===== src/hdl/sadc_pkg.sv =====
// Shared widths, sequence constants and payload types of the serial converter reader.
package sadc_pkg;

    localparam int SAMPLE_W          = 8;
    localparam int HALF_W            = 8;
    localparam int STEP_W            = 5;
    localparam int AVERAGE_DEPTH_DEF = 8;
    localparam int QUEUE_DEPTH       = 2;

    localparam logic [HALF_W-1:0] HALF_PERIOD_RESET = 8'd2;

    // Sequence phases with a meaning of their own.
    localparam logic [STEP_W-1:0] PHASE_ODD_LOW    = 5'd4;
    localparam logic [STEP_W-1:0] PHASE_ODD_HIGH   = 5'd5;
    localparam logic [STEP_W-1:0] PHASE_FIRST_DATA = 5'd7;
    localparam logic [STEP_W-1:0] PHASE_LAST       = 5'd22;

    typedef struct packed {
        logic start_req;
        logic adc_dout;
    } t_in;

    typedef struct packed {
        logic                chip_select_n;
        logic                serial_clock;
        logic                serial_din;
        logic                busy_res;
        logic                sample_valid;
        logic [SAMPLE_W-1:0] raw_sample;
    } t_mid;

    typedef struct packed {
        logic                chip_select_n;
        logic                serial_clock;
        logic                serial_din;
        logic                busy_res;
        logic                sample_valid;
        logic [SAMPLE_W-1:0] raw_sample;
        logic [SAMPLE_W-1:0] filtered_sample;
    } t_out;

endpackage


===== src/hdl/serial_adc_reader_moving_average.sv =====
// Each pushed item is one timing tick of the serial converter sequence and yields exactly one
// result, at one tick per clock cycle while the queue is not full; an accepted tick sits on
// the result ports once it has passed the queue write, then the filter update, then the
// division, and it can be popped from there.
// A start request while idle opens a 23-phase sequence of half_period_ticks ticks per phase;
// its last tick carries sample_valid with the raw sample and the floor of the mean of the last
// AVERAGE_DEPTH samples. The first sample after reset fills the whole history, so there is no
// clearing pass. The configuration channel is always ready and should be written while idle.
module serial_adc_reader_moving_average
    import sadc_pkg::*;
#(
    parameter int AVERAGE_DEPTH = AVERAGE_DEPTH_DEF
) (
    input  logic              i_clk,
    input  logic              i_rst_n,
    input  logic              push,
    output logic              full,
    input  t_in               i_item,
    output logic              empty,
    input  logic              pop,
    output t_out              o_result,
    input  logic              i_cfg_valid,
    output logic              o_cfg_ready,
    input  logic [HALF_W-1:0] i_cfg_data
);

    t_mid w_front_item;
    t_mid w_queue_item;
    logic w_accept;
    logic w_queue_empty;
    logic w_back_ready;

    assign o_cfg_ready = 1'b1;
    assign w_accept    = push && !full;

    sadc_front u_front (
        .i_clk       (i_clk),
        .i_rst_n     (i_rst_n),
        .i_accept    (w_accept),
        .i_item      (i_item),
        .i_cfg_write (i_cfg_valid && o_cfg_ready),
        .i_cfg_data  (i_cfg_data),
        .o_item      (w_front_item)
    );

    sadc_queue u_queue (
        .i_clk   (i_clk),
        .i_rst_n (i_rst_n),
        .i_push  (w_accept),
        .i_data  (w_front_item),
        .o_full  (full),
        .o_empty (w_queue_empty),
        .i_pop   (w_back_ready),
        .o_data  (w_queue_item)
    );

    sadc_filter #(
        .AVERAGE_DEPTH (AVERAGE_DEPTH)
    ) u_filter (
        .i_clk    (i_clk),
        .i_rst_n  (i_rst_n),
        .i_valid  (!w_queue_empty),
        .o_ready  (w_back_ready),
        .i_item   (w_queue_item),
        .o_empty  (empty),
        .i_pop    (pop),
        .o_result (o_result)
    );

`ifndef SYNTH
    // The queue can only fill up while the filter is stalled on a waiting result.
    a_full_needs_stall: assert property (@(posedge i_clk) disable iff (!i_rst_n)
        full |-> !empty)
        else $error("queue full while no result waits");

    // A finished sample is only reported inside an active sequence.
    a_sample_in_sequence: assert property (@(posedge i_clk) disable iff (!i_rst_n)
        (!empty && o_result.sample_valid) |-> (o_result.busy_res && !o_result.chip_select_n))
        else $error("sample reported outside a sequence");

    // Ticks without a sample carry zero sample fields.
    a_idle_fields_zero: assert property (@(posedge i_clk) disable iff (!i_rst_n)
        (!empty && !o_result.sample_valid)
            |-> (o_result.raw_sample == '0 && o_result.filtered_sample == '0))
        else $error("sample fields not zero on a tick without a sample");
`endif

endmodule


===== src/hdl/sadc_front.sv =====
// Conversion sequencer: drives the serial lines for each tick and shifts in the sample.
module sadc_front
    import sadc_pkg::*;
(
    input  logic              i_clk,
    input  logic              i_rst_n,
    input  logic              i_accept,
    input  t_in               i_item,
    input  logic              i_cfg_write,
    input  logic [HALF_W-1:0] i_cfg_data,
    output t_mid              o_item
);

    logic [STEP_W-1:0]   r_step, n_step;
    logic [HALF_W-1:0]   r_div, n_div;
    logic [SAMPLE_W-1:0] r_shift, n_shift;
    logic [HALF_W-1:0]   r_half;

    logic                idle;
    logic                active;
    logic [STEP_W-1:0]   phase;
    logic [HALF_W-1:0]   div_cur;
    logic [SAMPLE_W-1:0] shift_cur;
    logic [HALF_W-1:0]   half;
    logic                last;
    logic                sclk;
    logic                done;

    always_comb begin
        idle      = (r_step == '0);
        active    = !idle || i_item.start_req;
        phase     = idle ? '0 : r_step - 5'd1;
        div_cur   = idle ? '0 : r_div;
        shift_cur = idle ? '0 : r_shift;
        // A zero half period behaves as a single tick.
        half      = (r_half == '0) ? 8'd1 : r_half;
        last      = ({1'b0, div_cur} + 9'd1) >= {1'b0, half};
        sclk      = active && phase[0];
        done      = active && last && (phase == PHASE_LAST);

        n_shift = shift_cur;
        if (sclk && last && (phase >= PHASE_FIRST_DATA)) begin
            n_shift = {shift_cur[SAMPLE_W-2:0], i_item.adc_dout};
        end

        n_step = r_step;
        n_div  = r_div;
        if (active) begin
            if (last) begin
                n_step = done ? '0 : phase + 5'd2;
                n_div  = '0;
            end else begin
                n_step = idle ? 5'd1 : r_step;
                n_div  = div_cur + 8'd1;
            end
        end

        o_item.chip_select_n = !active;
        o_item.serial_clock  = sclk;
        o_item.serial_din    = !(active && ((phase == PHASE_ODD_LOW) ||
                                            (phase == PHASE_ODD_HIGH)));
        o_item.busy_res      = active;
        o_item.sample_valid  = done;
        o_item.raw_sample    = done ? n_shift : '0;
    end

    always_ff @(posedge i_clk) begin
        if (!i_rst_n) begin
            r_step  <= '0;
            r_div   <= '0;
            r_shift <= '0;
            r_half  <= HALF_PERIOD_RESET;
        end else begin
            if (i_cfg_write) begin
                r_half <= i_cfg_data;
            end
            if (i_accept && active) begin
                r_step  <= n_step;
                r_div   <= n_div;
                r_shift <= n_shift;
            end
        end
    end

endmodule


===== src/hdl/sadc_queue.sv =====
// Short queue of sequencer results between the sequencer and the filter.
module sadc_queue
    import sadc_pkg::*;
(
    input  logic i_clk,
    input  logic i_rst_n,
    input  logic i_push,
    input  t_mid i_data,
    output logic o_full,
    output logic o_empty,
    input  logic i_pop,
    output t_mid o_data
);

    localparam int PTR_W = (QUEUE_DEPTH > 1) ? $clog2(QUEUE_DEPTH) : 1;
    localparam int CNT_W = $clog2(QUEUE_DEPTH + 1);

    t_mid             r_mem [QUEUE_DEPTH];
    logic [PTR_W-1:0] r_wr_ptr, r_rd_ptr;
    logic [CNT_W-1:0] r_count;
    logic             do_push, do_pop;

    assign o_full  = (r_count == CNT_W'(QUEUE_DEPTH));
    assign o_empty = (r_count == '0);
    assign o_data  = r_mem[r_rd_ptr];
    assign do_push = i_push && !o_full;
    assign do_pop  = i_pop && !o_empty;

    always_ff @(posedge i_clk) begin
        if (do_push) begin
            r_mem[r_wr_ptr] <= i_data;
        end
    end

    always_ff @(posedge i_clk) begin
        if (!i_rst_n) begin
            r_wr_ptr <= '0;
            r_rd_ptr <= '0;
            r_count  <= '0;
        end else begin
            if (do_push) begin
                r_wr_ptr <= (r_wr_ptr == PTR_W'(QUEUE_DEPTH - 1)) ? '0 : r_wr_ptr + 1'b1;
            end
            if (do_pop) begin
                r_rd_ptr <= (r_rd_ptr == PTR_W'(QUEUE_DEPTH - 1)) ? '0 : r_rd_ptr + 1'b1;
            end
            if (do_push && !do_pop) begin
                r_count <= r_count + 1'b1;
            end else if (do_pop && !do_push) begin
                r_count <= r_count - 1'b1;
            end
        end
    end

endmodule


===== src/hdl/sadc_filter.sv =====
// Moving-average filter: history update, running total and division by the depth.
module sadc_filter
    import sadc_pkg::*;
#(
    parameter int AVERAGE_DEPTH = AVERAGE_DEPTH_DEF
) (
    input  logic i_clk,
    input  logic i_rst_n,
    input  logic i_valid,
    output logic o_ready,
    input  t_mid i_item,
    output logic o_empty,
    input  logic i_pop,
    output t_out o_result
);

    localparam int SLOT_W      = $clog2(AVERAGE_DEPTH);
    localparam int TOTAL_W     = SAMPLE_W + SLOT_W;
    localparam int MULT_W      = TOTAL_W + 1;
    localparam int PROD_W      = TOTAL_W + MULT_W;
    // Rounded-up reciprocal; exact floor division for every total below 2**TOTAL_W.
    localparam int RECIP_SHIFT = TOTAL_W + SLOT_W;
    localparam int RECIP_INT   = ((1 << RECIP_SHIFT) + AVERAGE_DEPTH - 1) / AVERAGE_DEPTH;
    localparam logic [MULT_W-1:0] RECIP_MULT = MULT_W'(RECIP_INT);

    logic [SAMPLE_W-1:0] r_hist [AVERAGE_DEPTH];
    logic [SLOT_W-1:0]   r_slot;
    logic                r_primed;
    logic [TOTAL_W-1:0]  r_total;

    logic                r_s1_valid;
    t_mid                r_s1_item;
    logic                r_s1_first;
    logic                r_s2_valid;
    t_out                r_s2_out;

    logic                s2_ready;
    logic                take;
    logic                sample_in;
    logic [PROD_W-1:0]   product;
    logic [SAMPLE_W-1:0] quotient;

    assign s2_ready  = !r_s2_valid || i_pop;
    assign o_ready   = !r_s1_valid || s2_ready;
    assign take      = i_valid && o_ready;
    assign sample_in = take && i_item.sample_valid;
    assign o_empty   = !r_s2_valid;
    assign o_result  = r_s2_out;

    assign product  = PROD_W'(r_total) * PROD_W'(RECIP_MULT);
    assign quotient = product[RECIP_SHIFT +: SAMPLE_W];

    // The first sample fills the whole history, so no entry is read unwritten.
    always_ff @(posedge i_clk) begin
        if (sample_in) begin
            if (!r_primed) begin
                for (int i = 0; i < AVERAGE_DEPTH; i++) begin
                    r_hist[i] <= i_item.raw_sample;
                end
            end else begin
                r_hist[r_slot] <= i_item.raw_sample;
            end
        end
        if (take) begin
            r_s1_item  <= i_item;
            r_s1_first <= !r_primed;
        end
        if (r_s1_valid && s2_ready) begin
            r_s2_out.chip_select_n   <= r_s1_item.chip_select_n;
            r_s2_out.serial_clock    <= r_s1_item.serial_clock;
            r_s2_out.serial_din      <= r_s1_item.serial_din;
            r_s2_out.busy_res        <= r_s1_item.busy_res;
            r_s2_out.sample_valid    <= r_s1_item.sample_valid;
            r_s2_out.raw_sample      <= r_s1_item.raw_sample;
            if (!r_s1_item.sample_valid) begin
                r_s2_out.filtered_sample <= '0;
            end else if (r_s1_first) begin
                r_s2_out.filtered_sample <= r_s1_item.raw_sample;
            end else begin
                r_s2_out.filtered_sample <= quotient;
            end
        end
    end

    always_ff @(posedge i_clk) begin
        if (!i_rst_n) begin
            r_slot     <= '0;
            r_primed   <= 1'b0;
            r_total    <= '0;
            r_s1_valid <= 1'b0;
            r_s2_valid <= 1'b0;
        end else begin
            if (sample_in) begin
                if (!r_primed) begin
                    r_primed <= 1'b1;
                    r_slot   <= '0;
                    r_total  <= TOTAL_W'(i_item.raw_sample) * TOTAL_W'(AVERAGE_DEPTH);
                end else begin
                    r_total <= r_total - TOTAL_W'(r_hist[r_slot])
                               + TOTAL_W'(i_item.raw_sample);
                    r_slot  <= (r_slot == SLOT_W'(AVERAGE_DEPTH - 1)) ? '0 : r_slot + 1'b1;
                end
            end
            if (o_ready) begin
                r_s1_valid <= i_valid;
            end
            if (s2_ready) begin
                r_s2_valid <= r_s1_valid;
            end
        end
    end

endmodule


===== config.mk =====
export PLATFORM = sky130hd
export DESIGN_NAME = serial_adc_reader_moving_average
export DESIGN_NICKNAME = d
export VERILOG_FILES = /design/src/hdl/sadc_pkg.sv /design/src/hdl/serial_adc_reader_moving_average.sv /design/src/hdl/sadc_front.sv /design/src/hdl/sadc_queue.sv /design/src/hdl/sadc_filter.sv
export SDC_FILE = /design/constraint.sdc
export NUM_CORES = 1
export LEC_CHECK = 0
export BUFFER_PORTS_ARGS = -buffer_cell sky130_fd_sc_hd__buf_4
export CORE_ASPECT_RATIO = 0.75
export CORE_MARGIN = 1
export CORE_UTILIZATION = 59
export DETAILED_ROUTE_END_ITERATION = 8
export GPL_TIMING_DRIVEN = 1
export PLACE_DENSITY = 0.77
export SYNTH_ARGS = -nofsm -noshare
export SYNTH_HDL_FRONTEND = slang
export SYNTH_HIERARCHICAL = 1
export SYNTH_SLANG_ARGS = --single-unit

===== constraint.sdc =====
create_clock -name i_clk -period 5.05 [get_ports i_clk]
set_input_delay 0.2525 -clock i_clk [delete_from_list [all_inputs] [get_ports i_clk]]
set_output_delay 0.2525 -clock i_clk [all_outputs]
set_load 0.05 [all_outputs]

### Word level (Yosys, flattened, before mapping)

Memory sizes are Yosys's and may differ from the RTL's. A register that Yosys moved wholly into a read port is not among the register bits.
Cells that the tools add are included.

| storage, ports and cells | value |
|---|---|
| flip-flop bits (word level) | 85 |
| RAM bits | 90 |
| input port bits | 15 |
| output and inout port bits | 24 |
| logic and storage cells | 115 |
| memories | 2 |

Memories:

| memory | depth | width | read ports | clocked after memory_dff | wr ports | RTL line | RTL |
|---|---|---|---|---|---|---|---|
| u_filter.r_hist | 8 | 8 | 1 | 1 | 8 | sadc_filter.sv:26 | `logic [SAMPLE_W-1:0] r_hist [AVERAGE_DEPTH];` |
| u_queue.r_mem | 2 | 13 | 1 | 1 | 1 | sadc_queue.sv:18 | `t_mid r_mem [QUEUE_DEPTH];` |

| operators by class | value |
|---|---|
| $add $sub $neg | 11 |
| order comparisons | 2 |
| equal/unequal tests | 5 |
| mux-type cells | 33 |
| reduce and logical (&&, ||, !) cells | 36 |

Operators with widths:

| operator | number |
|---|---|
| 8-bit 2-to-1 mux | 8 |
| 5-bit 2-to-1 mux | 4 |
| 3-bit 2-to-1 mux | 5 |
| 1-bit logical AND | 14 |
| 1-bit 2-to-1 mux | 13 |
| 11-bit by 8-bit adder with 11-bit output | 1 |
| 11-bit 2-to-1 mux | 1 |
| 11-bit by 8-bit subtractor with 11-bit output | 1 |
| 5-bit by 3-bit == test with 1-bit output, second input constant | 2 |
| 1-bit zero test | 10 |
| 8-bit by 1-bit adder with 9-bit output, second input constant | 1 |
| 9-bit by 8-bit greater-or-equal comparator with 1-bit output | 1 |
| 8-bit by 1-bit adder with 8-bit output, second input constant | 1 |
| 8-bit zero test | 1 |
| 8-bit OR reduction | 1 |
| 5-bit by 2-bit adder with 5-bit output, second input constant | 1 |
| 5-bit == test, second input constant | 1 |
| 5-bit by 3-bit greater-or-equal comparator with 1-bit output, second input constant | 1 |
| 5-bit zero test | 1 |
| 5-bit by 1-bit subtractor with 5-bit output, second input constant | 1 |
| 1-bit logical OR | 4 |
| 2-bit 2-to-1 mux | 2 |
| 2-bit nonzero test | 2 |
| 3-bit by 1-bit adder with 3-bit output, second input constant | 1 |
| other kinds (8) | 9 |

### Longest topological paths before layout

| logic depth | value |
|---|---|
| word-level depth | 9 |
| depth in mapped cells | 14 |

### Modules after synthesis

The synthesis kept the hierarchy.

By module, submodules not included:

| module | instances | cells each | area each (sq um) | seq. area each (sq um) |
|---|---|---|---|---|
| sadc_filter | 1 | 357 | 5212.5 | 3373.2 |
| sadc_front | 1 | 261 | 2029.4 | 580.6 |
| sadc_queue | 1 | 65 | 1166.1 | 880.8 |
| serial_adc_reader_moving_average | 1 | 4 | 28.8 | 0.0 |

### Worst setup path after synthesis

No wires, ideal clock.

| path | value |
|---|---|
| kind | register to register |
| start | register (tool-made name) |
| end | register u_filter.r_total[10] |
| library setup time | 0.117 ns |
| arrival time | 3.655 ns |
| required time | 4.933 ns |
| setup slack | 1.277 ns |
| stages on the path, launching flop included | 13 |
| path buffers | 2 |
| path through | dfxtp_1 > buf_2 > buf_2 > mux4_2 > mux2_2 > fa_1 > inv_1 > ha_1 > a21o_1 > a21oi_4 > a21oi_2 > or4b_1 > a32o_1 |

RTL lines:

| item | RTL line | RTL |
|---|---|---|
| to (signal assigned) | sadc_filter.sv:97 | `r_total <= TOTAL_W'(i_item.raw_sample) * TOTAL_W'(AVERAGE_DEPTH);` |
| to (signal assigned) | sadc_filter.sv:99 | `r_total <= r_total - TOTAL_W'(r_hist[r_slot])` |
| to (decl) | sadc_filter.sv:29 | `logic [TOTAL_W-1:0] r_total;` |

==> results.cfg <==
[route]
vias = 5601
vias_per_cell = 6.244
first_pass_iters = 5
wirelength_um = 18420
drt_iter0_markers = 615
wl_per_cell_um = 20.53
antenna_left = 0
route.detailed.drc = 0

[synthesis]
synth_seq_cells = 179
syn_nets = 737
synthArstFlopShare_pct = 0
synth-main-ff-cell = edfxtp_1
synth_edf_count = 125
synth_top_cell_by_area = edfxtp_1
syn_inst = 687
syn_area_um2 = 8437
synthDistinctLibCells = 67
synth_top_area_share_pct = 44.49
synthTopCellsByArea = edfxtp_1 44%, dfxtp_1 13%, mux4_2 4.3%, ha_1 4.0%, mux2_2 2.9%
synth_seq_area_share_pct = 57.30
yosysWarningCount = 6
syn_area_per_cell_um2 = 12.28

[place]
routabilityCongestion = 0.8696
portBuffers = 37
dp_slack_ns = 0.9180
hpwlAfterDp_um = 12140
dpl.cell_count = 865

[setup_path]
cpMaxStageDelayCell = dfxtp_1
cp.required_ns = 5.37
crit_chain = buf_4 > mux4_2 > mux2_2 > ha_1 > inv_1 > ha_1 > inv_1 > fa_1 > nor2b_1 > o2111ai_2 > a21oi_2 > or4b_1 > a32o_1
endpoint_kind = flip-flop
reg2regPathDepth = 13
startpoint_type = flip-flop
slowest_delay_ns = 0.80
crit_fanout = 11
cp.arrival_ns = 4.50
critical_path_class = reg -> reg

[sta]
finalCritPeriodShare_pct = 82.76
maxSlewHeadroom_pct = 23.36
setup_tns_ns = 0
slew_violations = 0
period_minus_slack_ns = 4.179
whs_ns = 0.04766
layout_setup_ws_ns = 0.8708
fmax_mhz = 239.3
setup_viol = 0
finClkSkew_ns = 0.007238
hold_viol_final = 0
worstMarginPinSlew_ns = 1.143
rsz0062_at_grt = no

[global_routing]
gr-usage-met2_pct = 41.46
met1_usage_pct = 36.92
grt_pass1_wl_um = 29330
grt_start_max_net_pins = 34
track_usage_pct = 26.57
grt.overflow.total = 0
antenna_found_initial = 0
grt_pass1_vias = 5483
grt-busiest-layer = met2
grt_use_met3_pct = 5.452

[floorplanning]
fp.dieH_um = 105.6
placeableCoreArea_um2 = 13840
placementRows = 37
die_w_um = 140.1
die_area_um2 = 14790
start_util_pct = 60.95
io_pins = 39

[final_layout]
final_cells = 897
layout.nets = 759
drive_gt1_share_pct = 17.31
syn2layout_area_growth_pct = 11.37
utilization_pct = 67.88
diodes = 0

[hold_path]
hold_depth = 3
min-delay-start = i_cfg_data[1]
hold_path.class = in -> reg

[clock_tree]
cts_setup_buffers = 0
cts_tree = yes
clock_latency_ns = 0.43
cts_buffers = 17
htree_levels = 4
clock-sinks = 179
cts_root_buf = clkbuf_16
path_clk_slew_ns = 0.07
clockBufferDepth = 2
holdBufCountCts = 0
ctsResizeCount = 0

[pwr]
p_leak_nw = 3.446
power_density_nw_per_um2 = 604.3
ir_drop_uv = 253.9

[status]
status = finished clean

[run]
cap_violations = 0
## cells in the final DEF, fill, tap and decap left out, types with 4 or more instances in the layout
cell type  count
nor4b_1        7
nand2_1       34
edfxtp_1     125
o21ai_1        6
and2_1         5
mux2i_1       18
inv_1         55
nor2b_1       12
nand3_1       32
a21oi_1       47
mux4_2        16
nand4_1        7
o211ai_1       7
o31ai_1        4
a21o_1         4
xor2_1         4
ha_1          27
inv_6          4
o21a_1         5
and3_1         4
or3_1          5
dfxtp_1       54
fa_1           8
clkbuf_16     17
a31oi_1        5
buf_4         42
mux2_2        22
nor3_1         5
xnor2_1       11
o2111ai_1      7
o21ai_0       24
nor2_1        37
nand3b_1      11
## worst max-delay path, delay by kind of cell, from the launching register on
kind / cells / cell delay [ns]
simple gates: 2 / 0.62
flops: 1 / 0.80
buf+inv: 3 / 0.44
fa+ha+maj: 3 / 0.70
mux: 2 / 0.86
compound gates: 3 / 0.64
## synth_stat cells (6+ instances only)
cell	instances
a21oi_1	47
clkbuf_1	26
dfxtp_1	54
edfxtp_1	125
fa_1	8
ha_1	27
inv_1	55
mux2_2	22
mux2i_1	18
mux4_2	16
nand2_1	34
nand3_1	32
nand3b_1	11
nand4_1	7
nor2_1	37
nor2b_1	12
nor4b_1	7
o2111ai_1	7
o211ai_1	7
o21ai_0	24
o21ai_1	6
xnor2_1	11
## flip-flops by register name, summed over array words and instances, names as in the netlist, 3 cells and up, named ones only
| signal | cells |
|---|---|
| u_filter/o_result | 21 |
| u_filter/r_hist | 64 |
| u_filter/r_s1_item | 13 |
| u_filter/r_slot | 3 |
| u_filter/r_total | 11 |
| u_front/r_div | 8 |
| u_front/r_half | 8 |
| u_front/r_shift | 8 |
| u_front/r_step | 5 |
| u_queue/r_mem | 26 |
## per-stage QoR
stage	area, µm²	power (W)
floorplan	8437	0.003776
global placement	8800	0.004223
detailed placement	8800	0.004333
CTS	9397	0.005670
global route	9397	0.005961
finish	9397	0.005679
## where the power goes
| group | internal, W | switching [W] | leakage, nW |
|---|---|---|---|
| Sequential | 0.00210 | 0.000208 | 1.61 |
| Clock | 0.000752 | 0.000570 | 0.287 |
| Combinational | 0.000704 | 0.00134 | 1.55 |
| Total | 0.00356 | 0.00212 | 3.45 |
## area by class of cell
| cell class | count | area (µm²) |
|---|---|---|
| flip-flops and latches | 179 | 4835 |
| fillers | 952 | 4446 |
| multi-input cells | 413 | 3221 |
| clock buffers | 19 | 442.9 |
| repair buffers | 42 | 315.3 |
| well taps | 175 | 219.0 |
| inverters | 56 | 210.2 |
| clock inverters | 13 | 153.9 |
## routing by layer
| metal | part of all wire (%) | routed length [µm] |
|---|---|---|
| met1 | 44 | 8147 |
| met2 | 47 | 8667 |
| met4 | 2.0 | 362 |
| met3 | 6.7 | 1241 |
| met5 | 0 | 0 |
## worst paths after layout
| path | slack [ns] | to |
|---|---|---|
| max | 0.87 | u_filter/r_total[10]$_SDFFE_PN0P_ |
| min | 0.05 | u_front/r_half[1]$_SDFFE_PN1P_ |
| max reg2reg | 0.87 | u_filter/r_total[10]$_SDFFE_PN0P_ |
| min reg2reg | 0.43 | u_filter/o_result[19]$_DFFE_PP_ |
## kinds of logic after synthesis
group                    count (synthesis)  share of synthesized area (%)
AND/OR/NAND/NOR                        176                          11.36
buffers and inverters                   95                          4.568
XOR/XNOR                                15                          1.557
adder cells (fa/ha/maj)                 35                          5.902
AO/OA/AOI/OAI                          130                          9.922
other                                    1                        0.04445
multiplexers                            56                          9.343
flip-flops                             179                          57.30
(Power assumes the default switching activity.)
